<file path="config.mk">
export PLATFORM = sky130hd
export DESIGN_NAME = slew_limited_multichannel_pwm_core
export DESIGN_NICKNAME = d
export VERILOG_FILES = /design/src/hdl/slpwm_pkg.sv /design/src/hdl/slew_limited_multichannel_pwm_core.sv /design/src/hdl/slpwm_front.sv /design/src/hdl/slpwm_queue.sv /design/src/hdl/slpwm_back.sv
export SDC_FILE = /design/constraint.sdc
export NUM_CORES = 2
export LEC_CHECK = 0
export ABC_AREA = 1
export BUFFER_PORTS_ARGS = -buffer_cell sky130_fd_sc_hd__buf_2
export CAP_MARGIN = 0
export CORE_UTILIZATION = 36
export CTS_CLUSTER_SIZE = 14
export DETAILED_ROUTE_END_ITERATION = 10
export HOLD_SLACK_MARGIN = 0.08
export PLACE_DENSITY_LB_ADDON = 0.3
export SLEW_MARGIN = 5
export SYNTH_ARGS = -nofsm -noshare
export SYNTH_HDL_FRONTEND = slang
export SYNTH_SLANG_ARGS = --single-unit
</file>
<file path="constraint.sdc">
create_clock -name clk -period 12.2 [get_ports clk]
set_input_delay 1.83 -clock clk [delete_from_list [all_inputs] [get_ports clk]]
set_output_delay 1.83 -clock clk [all_outputs]
set_load 0.005 [all_outputs]
</file>
<file path="src/hdl/slpwm_pkg.sv">
// Shared types and constants for the slew-limited multichannel PWM core.
// No dependencies; every other file in hdl/ refers to this package by scoped names.
package slpwm_pkg;

	// Channel and phase geometry.
	localparam int CHANNELS = 8;
	localparam int PHASE_BITS = 10;
	localparam int CH_W = (CHANNELS > 1) ? $clog2(CHANNELS) : 1;
	localparam int NUM_SUPPLIES = (CHANNELS / 2 < 4) ? CHANNELS / 2 : 4;

	// Field widths of the ports.
	localparam int DUTY_W = 16;
	localparam int SCALE_W = 18;
	localparam int PROD_W = DUTY_W + SCALE_W;
	localparam int PINS_W = 8;
	localparam int EN_W = 4;

	// Queue between the command front and the channel back end.
	localparam int Q_DEPTH = 4;
	localparam int Q_AW = $clog2(Q_DEPTH);
	localparam int Q_CW = $clog2(Q_DEPTH + 1);

	// Command modes on the item channel.
	localparam logic [1:0] MODE_TICK = 2'd0;
	localparam logic [1:0] MODE_SET_VOLT = 2'd1;
	localparam logic [1:0] MODE_SET_CURR = 2'd2;

	// Configuration register indexes.
	localparam logic [2:0] CFG_SCALE_ONE = 3'd0;
	localparam logic [2:0] CFG_SCALE_TWO = 3'd1;
	localparam logic [2:0] CFG_SCALE_THREE = 3'd2;
	localparam logic [2:0] CFG_SCALE_FOUR = 3'd3;
	localparam logic [2:0] CFG_SCALE_CURRENT = 3'd4;
	localparam logic [2:0] CFG_SLOPE_STEP = 3'd5;
	localparam logic [2:0] CFG_SLOPE_INTERVAL = 3'd6;

	// Configuration reset values.
	localparam logic [SCALE_W-1:0] RST_SCALE_ONE = 18'd22436;
	localparam logic [SCALE_W-1:0] RST_SCALE_TWO = 18'd20874;
	localparam logic [SCALE_W-1:0] RST_SCALE_THREE = 18'd20886;
	localparam logic [SCALE_W-1:0] RST_SCALE_FOUR = 18'd20535;
	localparam logic [SCALE_W-1:0] RST_SCALE_CURRENT = 18'd66876;
	localparam logic [15:0] RST_SLOPE_STEP = 16'd12;
	localparam logic [15:0] RST_SLOPE_INTERVAL = 16'd2048;

	// Item and result payloads.
	typedef struct packed {
		logic [1:0] mode;
		logic [2:0] supply;
		logic [15:0] amount;
	} item_t;

	typedef struct packed {
		logic [PINS_W-1:0] pwm_pins;
		logic [EN_W-1:0] supply_enables;
	} result_t;

	// Live configuration seen by the front and the back end.
	typedef struct packed {
		logic [3:0][SCALE_W-1:0] scale_v;
		logic [SCALE_W-1:0] scale_i;
		logic [15:0] slope_step;
		logic [15:0] slope_interval;
	} cfg_t;

	// Classified operation handed to the back end.
	typedef enum logic [1:0] {
		OP_TICK,
		OP_SET,
		OP_NONE
	} op_kind_t;

	typedef struct packed {
		op_kind_t kind;
		logic [CH_W-1:0] ch;
		logic [DUTY_W-1:0] duty;
	} op_t;

endpackage

</file>
<file path="src/hdl/slew_limited_multichannel_pwm_core.sv">
// Path: an item passes the decode and multiply stages and the queue before the result register holds its result.
// Throughput: one item per cycle; the front, the queue and the channel back end each stall
// on their own, and the result register frees its slot in the cycle it is taken.
// Reset (arst_n low): all duties, phases, the interval counter, pins and enables clear
// to zero and the configuration registers return to their default values.
// Top level: configuration registers and the front, queue and back end; uses slpwm_pkg.
module slew_limited_multichannel_pwm_core (
	input  logic                                clk,
	input  logic                                arst_n,
	input  logic                                item_valid,
	output logic                                item_ready,
	input  slpwm_pkg::item_t                    item,
	output logic                                result_valid,
	input  logic                                result_ready,
	output slpwm_pkg::result_t                  result,
	input  logic                                cfg_valid,
	output logic                                cfg_ready,
	input  logic [2:0]                          cfg_index,
	input  logic [slpwm_pkg::SCALE_W-1:0]       cfg_data
);

	slpwm_pkg::cfg_t     cfg_q;
	logic                push;
	logic                push_ready;
	slpwm_pkg::op_t      push_op;
	logic                pop_valid;
	logic                pop;
	slpwm_pkg::op_t      pop_op;

	assign cfg_ready = 1'b1;

	// Configuration registers; writes to an unknown index are dropped.
	always_ff @(posedge clk or negedge arst_n) begin
		if (!arst_n) begin
			cfg_q.scale_v[0] <= slpwm_pkg::RST_SCALE_ONE;
			cfg_q.scale_v[1] <= slpwm_pkg::RST_SCALE_TWO;
			cfg_q.scale_v[2] <= slpwm_pkg::RST_SCALE_THREE;
			cfg_q.scale_v[3] <= slpwm_pkg::RST_SCALE_FOUR;
			cfg_q.scale_i <= slpwm_pkg::RST_SCALE_CURRENT;
			cfg_q.slope_step <= slpwm_pkg::RST_SLOPE_STEP;
			cfg_q.slope_interval <= slpwm_pkg::RST_SLOPE_INTERVAL;
		end else if (cfg_valid && cfg_ready) begin
			unique case (cfg_index)
				slpwm_pkg::CFG_SCALE_ONE: cfg_q.scale_v[0] <= cfg_data;
				slpwm_pkg::CFG_SCALE_TWO: cfg_q.scale_v[1] <= cfg_data;
				slpwm_pkg::CFG_SCALE_THREE: cfg_q.scale_v[2] <= cfg_data;
				slpwm_pkg::CFG_SCALE_FOUR: cfg_q.scale_v[3] <= cfg_data;
				slpwm_pkg::CFG_SCALE_CURRENT: cfg_q.scale_i <= cfg_data;
				slpwm_pkg::CFG_SLOPE_STEP: cfg_q.slope_step <= cfg_data[15:0];
				slpwm_pkg::CFG_SLOPE_INTERVAL: cfg_q.slope_interval <= cfg_data[15:0];
				default: begin
				end
			endcase
		end
	end

	// Command front end.
	slpwm_front u_front (
		.clk        (clk),
		.arst_n     (arst_n),
		.cfg        (cfg_q),
		.item_valid (item_valid),
		.item_ready (item_ready),
		.item       (item),
		.push       (push),
		.push_ready (push_ready),
		.push_op    (push_op)
	);

	// Operation queue.
	slpwm_queue u_queue (
		.clk        (clk),
		.arst_n     (arst_n),
		.push       (push),
		.push_ready (push_ready),
		.push_op    (push_op),
		.pop_valid  (pop_valid),
		.pop        (pop),
		.pop_op     (pop_op)
	);

	// Channel back end.
	slpwm_back u_back (
		.clk          (clk),
		.arst_n       (arst_n),
		.cfg          (cfg_q),
		.pop_valid    (pop_valid),
		.pop          (pop),
		.pop_op       (pop_op),
		.result_valid (result_valid),
		.result_ready (result_ready),
		.result       (result)
	);

endmodule

</file>
<file path="src/hdl/slpwm_front.sv">
// Command front end: accepts items, classifies them and scales set amounts into duties.
// Depends on slpwm_pkg; feeds slpwm_queue.
module slpwm_front (
	input  logic                clk,
	input  logic                arst_n,
	input  slpwm_pkg::cfg_t     cfg,
	input  logic                item_valid,
	output logic                item_ready,
	input  slpwm_pkg::item_t    item,
	output logic                push,
	input  logic                push_ready,
	output slpwm_pkg::op_t      push_op
);

	// Stage 1 holds the decoded command and the selected scale.
	logic                            valid_s1;
	slpwm_pkg::op_kind_t             kind_s1;
	logic [slpwm_pkg::CH_W-1:0]      ch_s1;
	logic [15:0]                     amount_s1;
	logic [slpwm_pkg::SCALE_W-1:0]   scale_s1;

	// Stage 2 holds the raw product.
	logic                            valid_s2;
	slpwm_pkg::op_kind_t             kind_s2;
	logic [slpwm_pkg::CH_W-1:0]      ch_s2;
	logic [slpwm_pkg::PROD_W-1:0]    prod_s2;

	logic                            adv_s2;
	logic                            supply_ok;
	logic                            is_set;
	logic                            is_curr;
	logic [2:0]                      sup_m1;
	logic [3:0]                      ch_full;
	slpwm_pkg::op_kind_t             kind_dec;

	// Handshake chain: each stage moves when the one after it has room.
	assign adv_s2 = !valid_s2 || push_ready;
	assign item_ready = !valid_s1 || adv_s2;
	assign push = valid_s2;

	// Classify the incoming command and pick its channel.
	always_comb begin
		is_curr = (item.mode == slpwm_pkg::MODE_SET_CURR);
		is_set = (item.mode == slpwm_pkg::MODE_SET_VOLT) || is_curr;
		supply_ok = (item.supply >= 3'd1) &&
			({29'd0, item.supply} <= 32'(slpwm_pkg::NUM_SUPPLIES));
		sup_m1 = item.supply - 3'd1;
		ch_full = {sup_m1, is_curr};
		if (item.mode == slpwm_pkg::MODE_TICK) begin
			kind_dec = slpwm_pkg::OP_TICK;
		end else if (is_set && supply_ok) begin
			kind_dec = slpwm_pkg::OP_SET;
		end else begin
			kind_dec = slpwm_pkg::OP_NONE;
		end
	end

	// Saturate the scaled product to a 16-bit duty on its way into the queue.
	always_comb begin
		push_op.kind = kind_s2;
		push_op.ch = ch_s2;
		if (|prod_s2[slpwm_pkg::PROD_W-1:32]) begin
			push_op.duty = '1;
		end else begin
			push_op.duty = prod_s2[31:16];
		end
	end

	// Stage registers.
	always_ff @(posedge clk or negedge arst_n) begin
		if (!arst_n) begin
			valid_s1 <= 1'b0;
			valid_s2 <= 1'b0;
		end else begin
			if (item_ready) begin
				valid_s1 <= item_valid;
			end
			if (adv_s2) begin
				valid_s2 <= valid_s1;
			end
		end
	end

	always_ff @(posedge clk) begin
		if (item_valid && item_ready) begin
			kind_s1 <= kind_dec;
			ch_s1 <= ch_full[slpwm_pkg::CH_W-1:0];
			amount_s1 <= item.amount;
			scale_s1 <= is_curr ? cfg.scale_i : cfg.scale_v[sup_m1[1:0]];
		end
		if (adv_s2 && valid_s1) begin
			kind_s2 <= kind_s1;
			ch_s2 <= ch_s1;
			prod_s2 <= slpwm_pkg::PROD_W'(amount_s1) * slpwm_pkg::PROD_W'(scale_s1);
		end
	end

	// A stalled front end always has a command waiting in stage 1.
	a_stall_has_item: assert property (@(posedge clk) disable iff (!arst_n)
		!item_ready |-> valid_s1)
		else $error("front end stalls with stage 1 empty");

endmodule

</file>
<file path="src/hdl/slpwm_queue.sv">
// Short in-order queue of classified operations between front and back end.
// Depends on slpwm_pkg for the operation type and depth.
module slpwm_queue (
	input  logic                clk,
	input  logic                arst_n,
	input  logic                push,
	output logic                push_ready,
	input  slpwm_pkg::op_t      push_op,
	output logic                pop_valid,
	input  logic                pop,
	output slpwm_pkg::op_t      pop_op
);

	slpwm_pkg::op_t                  entry_q [slpwm_pkg::Q_DEPTH];
	logic [slpwm_pkg::Q_AW-1:0]      wr_ptr_q;
	logic [slpwm_pkg::Q_AW-1:0]      rd_ptr_q;
	logic [slpwm_pkg::Q_CW-1:0]      count_q;
	logic                            do_push;
	logic                            do_pop;

	assign push_ready = (count_q != slpwm_pkg::Q_CW'(slpwm_pkg::Q_DEPTH));
	assign pop_valid = (count_q != '0);
	assign pop_op = entry_q[rd_ptr_q];
	assign do_push = push && push_ready;
	assign do_pop = pop && pop_valid;

	// Pointers and fill count.
	always_ff @(posedge clk or negedge arst_n) begin
		if (!arst_n) begin
			wr_ptr_q <= '0;
			rd_ptr_q <= '0;
			count_q <= '0;
		end else begin
			if (do_push) begin
				wr_ptr_q <= wr_ptr_q + 1'b1;
			end
			if (do_pop) begin
				rd_ptr_q <= rd_ptr_q + 1'b1;
			end
			if (do_push && !do_pop) begin
				count_q <= count_q + 1'b1;
			end else if (do_pop && !do_push) begin
				count_q <= count_q - 1'b1;
			end
		end
	end

	// Entry storage.
	always_ff @(posedge clk) begin
		if (do_push) begin
			entry_q[wr_ptr_q] <= push_op;
		end
	end

	// A lone transfer into the queue raises the fill count by exactly one.
	a_count_up: assert property (@(posedge clk) disable iff (!arst_n)
		(do_push && !do_pop) |=> (count_q == $past(count_q) + 1'b1))
		else $error("queue count did not follow a push");

endmodule

</file>
<file path="src/hdl/slpwm_back.sv">
// Channel back end: phase counters, slope limiter and pin compare for all channels.
// Depends on slpwm_pkg; takes operations from slpwm_queue and drives the result register.
module slpwm_back (
	input  logic                clk,
	input  logic                arst_n,
	input  slpwm_pkg::cfg_t     cfg,
	input  logic                pop_valid,
	output logic                pop,
	input  slpwm_pkg::op_t      pop_op,
	output logic                result_valid,
	input  logic                result_ready,
	output slpwm_pkg::result_t  result
);

	localparam int N = slpwm_pkg::CHANNELS;
	localparam int DW = slpwm_pkg::DUTY_W;
	localparam int PB = slpwm_pkg::PHASE_BITS;

	logic [N-1:0][PB-1:0]            phase_q;
	logic [N-1:0][DW-1:0]            target_q;
	logic [N-1:0][DW-1:0]            applied_q;
	logic [15:0]                     interval_q;
	logic [slpwm_pkg::EN_W-1:0]      enables_q;
	logic [slpwm_pkg::PINS_W-1:0]    pins_q;
	logic                            result_valid_q;
	slpwm_pkg::result_t              result_q;

	logic [N-1:0][PB-1:0]            phase_n;
	logic [N-1:0][DW-1:0]            target_n;
	logic [N-1:0][DW-1:0]            applied_n;
	logic [N-1:0][DW-1:0]            slope_duty;
	logic [15:0]                     interval_n;
	logic [slpwm_pkg::EN_W-1:0]      enables_n;
	logic [slpwm_pkg::EN_W-1:0]      slope_en;
	logic [slpwm_pkg::PINS_W-1:0]    pins_n;
	logic                            do_slope;

	// An operation is taken whenever the result register is free or draining.
	assign pop = pop_valid && (!result_valid_q || result_ready);
	assign result_valid = result_valid_q;
	assign result = result_q;

	// Slope limiter: voltage channels step toward target, current channels copy it.
	always_comb begin
		logic [DW-1:0] a;
		logic [DW-1:0] t;
		for (int i = 0; i < N; i++) begin
			a = applied_q[i];
			t = target_q[i];
			if ((i % 2) == 0) begin
				if (a > t) begin
					slope_duty[i] = ((a - t) > cfg.slope_step) ? a - cfg.slope_step : t;
				end else if (a < t) begin
					slope_duty[i] = ((t - a) > cfg.slope_step) ? a + cfg.slope_step : t;
				end else begin
					slope_duty[i] = a;
				end
			end else begin
				slope_duty[i] = t;
			end
		end
		slope_en = '0;
		for (int n = 0; n < slpwm_pkg::NUM_SUPPLIES; n++) begin
			slope_en[n] = (slope_duty[2 * n] != '0);
		end
	end

	// Next state for the operation at the head of the queue.
	always_comb begin
		do_slope = (interval_q >= cfg.slope_interval);
		phase_n = phase_q;
		target_n = target_q;
		applied_n = applied_q;
		interval_n = interval_q;
		enables_n = enables_q;
		pins_n = pins_q;
		unique case (pop_op.kind)
			slpwm_pkg::OP_TICK: begin
				if (do_slope) begin
					applied_n = slope_duty;
					enables_n = slope_en;
					interval_n = '0;
				end else begin
					interval_n = interval_q + 16'd1;
				end
				pins_n = '0;
				for (int i = 0; i < N; i++) begin
					phase_n[i] = phase_q[i] + 1'b1;
					if ((N - 1 - i) < slpwm_pkg::PINS_W) begin
						pins_n[N - 1 - i] = (DW'(phase_n[i]) < applied_n[i]);
					end
				end
			end
			slpwm_pkg::OP_SET: begin
				target_n[pop_op.ch] = pop_op.duty;
			end
			slpwm_pkg::OP_NONE: begin
			end
			default: begin
			end
		endcase
	end

	// Channel state and the result register.
	always_ff @(posedge clk or negedge arst_n) begin
		if (!arst_n) begin
			phase_q <= '0;
			target_q <= '0;
			applied_q <= '0;
			interval_q <= '0;
			enables_q <= '0;
			pins_q <= '0;
			result_valid_q <= 1'b0;
		end else begin
			if (pop) begin
				phase_q <= phase_n;
				target_q <= target_n;
				applied_q <= applied_n;
				interval_q <= interval_n;
				enables_q <= enables_n;
				pins_q <= pins_n;
				result_valid_q <= 1'b1;
			end else if (result_ready) begin
				result_valid_q <= 1'b0;
			end
		end
	end

	always_ff @(posedge clk) begin
		if (pop) begin
			result_q.pwm_pins <= pins_n;
			result_q.supply_enables <= enables_n;
		end
	end

	// The first supply's enable always mirrors its applied voltage duty.
	a_enable_tracks_duty: assert property (@(posedge clk) disable iff (!arst_n)
		enables_q[0] == (applied_q[0] != '0))
		else $error("supply enable out of step with applied duty");

	// Set commands and ignored items never move the pins.
	a_set_keeps_pins: assert property (@(posedge clk) disable iff (!arst_n)
		(pop && (pop_op.kind != slpwm_pkg::OP_TICK)) |=> $stable(pins_q))
		else $error("pins changed on a non-tick operation");

endmodule
</file>
==> impl_metrics.env <==
export IMPL_routedWlPerCell_microns=19.8
export IMPL_grt_max_degree=184
export IMPL_crit_fanout=16
export IMPL_cp_required_ns=12.61
export IMPL_r2r_end="u_front.prod_s2[31]"
export IMPL_synth_nets=8127
export IMPL_die_x_microns=399
export IMPL_synth_top_family_by_area="adder cells"
export IMPL_area_growth_synth_to_final_pct=8.24
export IMPL_clk_path_buf_depth=3
export IMPL_drive_gt1_frac=0.0597
export IMPL_fin_skew_ns=0.0679
export IMPL_synth_cell_area_sq_um=56700
export IMPL_regToRegSetupSlack_ns=5.54
export IMPL_synth_compound_area_frac=0.148
export IMPL_reg2reg_from="u_front.scale_s1[7]"
export IMPL_setup_viol=0
export IMPL_cts_setup_buffers=0
export IMPL_filler_cell_count=16000
export IMPL_start_util=0.363
export IMPL_hold_path_class="reg2reg"
export IMPL_fmax_mhz=150
export IMPL_ctsResizeCount=0
export IMPL_startpoint="u_front.scale_s1[7]"
export IMPL_tns_ns=0
export IMPL_ys_ff_latch=654
export IMPL_synthMuxAreaShare=0.00655
export IMPL_vias=48600
export IMPL_io_pins=62
export IMPL_ant_nets=0
export IMPL_die_h_microns=399
export IMPL_period_needed_ns=6.66
export IMPL_maxSlewHeadroom=0.170
export IMPL_critPathKind="reg2reg"
export IMPL_synth_ff_type="dfrtp_1"
export IMPL_rsz0062_at_grt="no"
export IMPL_startpoint_type="flop"
export IMPL_cts_sinks=654
export IMPL_drtIter0Drc=4351
export IMPL_outcome="completed"
export IMPL_gp_congestion=0.998
export IMPL_reg2reg_depth=24
export IMPL_final_cell_mix="1763 x nand2_1, 990 x inv_1, 672 x o21ai_0, 577 x ha_1, 462 x a21oi_1"
export IMPL_root_buffer="clkbuf_16"
export IMPL_crit_arrival_ns=7.07
export IMPL_cts_tree="built"
export IMPL_htreeDepth=3
export IMPL_ys_seq_area_frac=0.303
export IMPL_die_area_sq_um=159000
export IMPL_finalNetCount=8028
export IMPL_ys_types=77
export IMPL_cts_made_buffers=81
export IMPL_post_route_drc_count=0
export IMPL_cap_violations=0
export IMPL_grt_pass1_vias=47600
export IMPL_antenna_found_initial=9
export IMPL_endpoint="u_front.prod_s2[31]"
export IMPL_worstMarginPinSlew_ns=1.24
export IMPL_finalHoldViolations=0
export IMPL_firstDrtPassIters=6
export IMPL_yosysWarnings=0
export IMPL_final_common_cell="nand2_1"
export IMPL_finalMaxSlewViolations=0
export IMPL_num_rows=145
export IMPL_routed_wirelength_microns=184000
export IMPL_grt_usage=0.232
export IMPL_grt_pass1_wl_microns=285000
export IMPL_place_hpwl_microns=135000
export IMPL_end_kind="flop"
export IMPL_period_share=0.546
export IMPL_via_per_inst=5.23
export IMPL_synth_edf_count=158
export IMPL_clkLatencyLatePin_ns=0.73
export IMPL_io_buffers=60
export IMPL_synth_xor_area_frac=0.0439
export IMPL_ys_async_sr_fraction=0.758
export IMPL_synth_simple_gate_area_share=0.193
export IMPL_postSynthAreaPerCell_sq_um=7.81
export IMPL_postSynthCellCount=7265
export IMPL_synth_adder_area_share=0.211
export IMPL_coreArea_sq_um=156000
export IMPL_hold_buffers=0
export IMPL_overflow=0
export IMPL_clk_pin_slew_ns=0.06
[worst min path at each step]
stage | to | slack [ns] | depth (start not counted) | startpoint
final | u_front.kind_s2[0] | 0.42 | 0 | u_front.kind_s1[0]
after global routing | u_front.kind_s2[0] | 0.43 | 0 | u_front.kind_s1[0]
after CTS | u_front.kind_s2[0] | 0.43 | 0 | u_front.kind_s1[0]
after detailed placement | u_front.kind_s2[1] | 0.41 | 0 | u_front.kind_s1[1]
after global placement | u_front.kind_s2[1] | 0.41 | 0 | u_front.kind_s1[1]
after floorplan | u_front.ch_s2[0] | 0.40 | 0 | u_front.ch_s1[0]
[cells by family after synthesis]
group	Yosys count
AND/OR/NAND/NOR	2651
AO/OA/AOI/OAI	1495
buffers and inverters	1328
adder cells (fa/ha/maj)	815
flip-flops	654
XOR/XNOR	284
multiplexers	37
other	1
[per-layer routing]
metal  up-vias  part of all wire  routed length, microns  global-route usage
met5         -          0.000071                      13                   0
met1     23400              0.45                   82400               0.316
li1      23400                 -                       -                   -
met2      1476              0.46                   83800               0.376
met3       320             0.056                   10300              0.0256
met4         2             0.040                    7290              0.0883
[Yosys cell counts, types with 70 or more instances]
master | number | area, sq um
clkbuf_1 | 177 | 664
inv_1 | 992 | 3720
ha_1 | 577 | 7220
nand2_1 | 1763 | 6620
nand3_1 | 239 | 1200
nor2_1 | 417 | 1570
fa_1 | 238 | 4760
dfrtp_1 | 458 | 11500
xor2_1 | 249 | 2180
nor3_1 | 70 | 350
edfxtp_1 | 158 | 4740
o21ai_0 | 672 | 3360
a21oi_1 | 462 | 2310
buf_2 | 74 | 370
[cell type report]
cell class              instances  area, sq um  area share
repair buffers                129          841      0.0137
clock inverters                38          414     0.00675
multi-input cells            5283        34200       0.558
inverters                    1017         3830      0.0624
well taps                    2058         2570      0.0419
clock buffers                 111         2270      0.0370
diodes                          8         20.0    0.000326
flip-flops and latches        654        17200       0.280
[critical path: stages, from the launching register on]
cell      delay, ns
edfxtp_1       0.77
nand2_1        0.17
fa_1           0.58
inv_1          0.06
fa_1           0.54
inv_1          0.06
fa_1           0.49
inv_1          0.05
fa_1           0.48
inv_1          0.05
fa_1           0.52
inv_1          0.06
fa_1           0.49
ha_1           0.36
nand2_1        0.09
nor2_1         0.14
nand4_1        0.08
o21ai_0        0.33
a21oi_1        0.20
inv_1          0.12
a21oi_1        0.09
o21ai_0        0.33
nand3b_1       0.12
o211ai_1       0.12
xor2_1         0.09
[flip-flops by register name, indices dropped and copies added (netlist names), 2 cells and up]
name and count:
u_back.result 12, u_front.kind_s2 2, u_front.kind_s1 2, u_front.prod_s2 18, u_front.ch_s1 3, u_back.pins_q 8
u_back.applied_q 128, u_front.ch_s2 3, u_queue.entry_q 84, u_back.phase_q 80, cfg_q 122, u_front.amount_s1 16
u_queue.count_q 3, u_back.enables_q 4, u_queue.rd_ptr_q 2, u_back.interval_q 16, u_back.slope_duty 64, u_back.target_q 64
u_queue.wr_ptr_q 2, u_front.scale_s1 18
[through the flow]
step	std cells	hold slack [ns]	instance area [sq um]	setup slack, ns	util
after floorplan	7265	0.400	56700	6.21	-
after global placement	9141	0.413	58700	5.64	0.376
after detailed placement	9141	0.411	58700	5.58	0.376
after CTS	9290	0.430	61400	5.55	0.393
after global routing	9290	0.431	61400	5.21	0.393
final	9298	0.425	61400	5.54	0.393
Power is left out: the tool's default activity adds up to more than one toggle a clock period on the data nets, which glitch-free logic cannot reach.
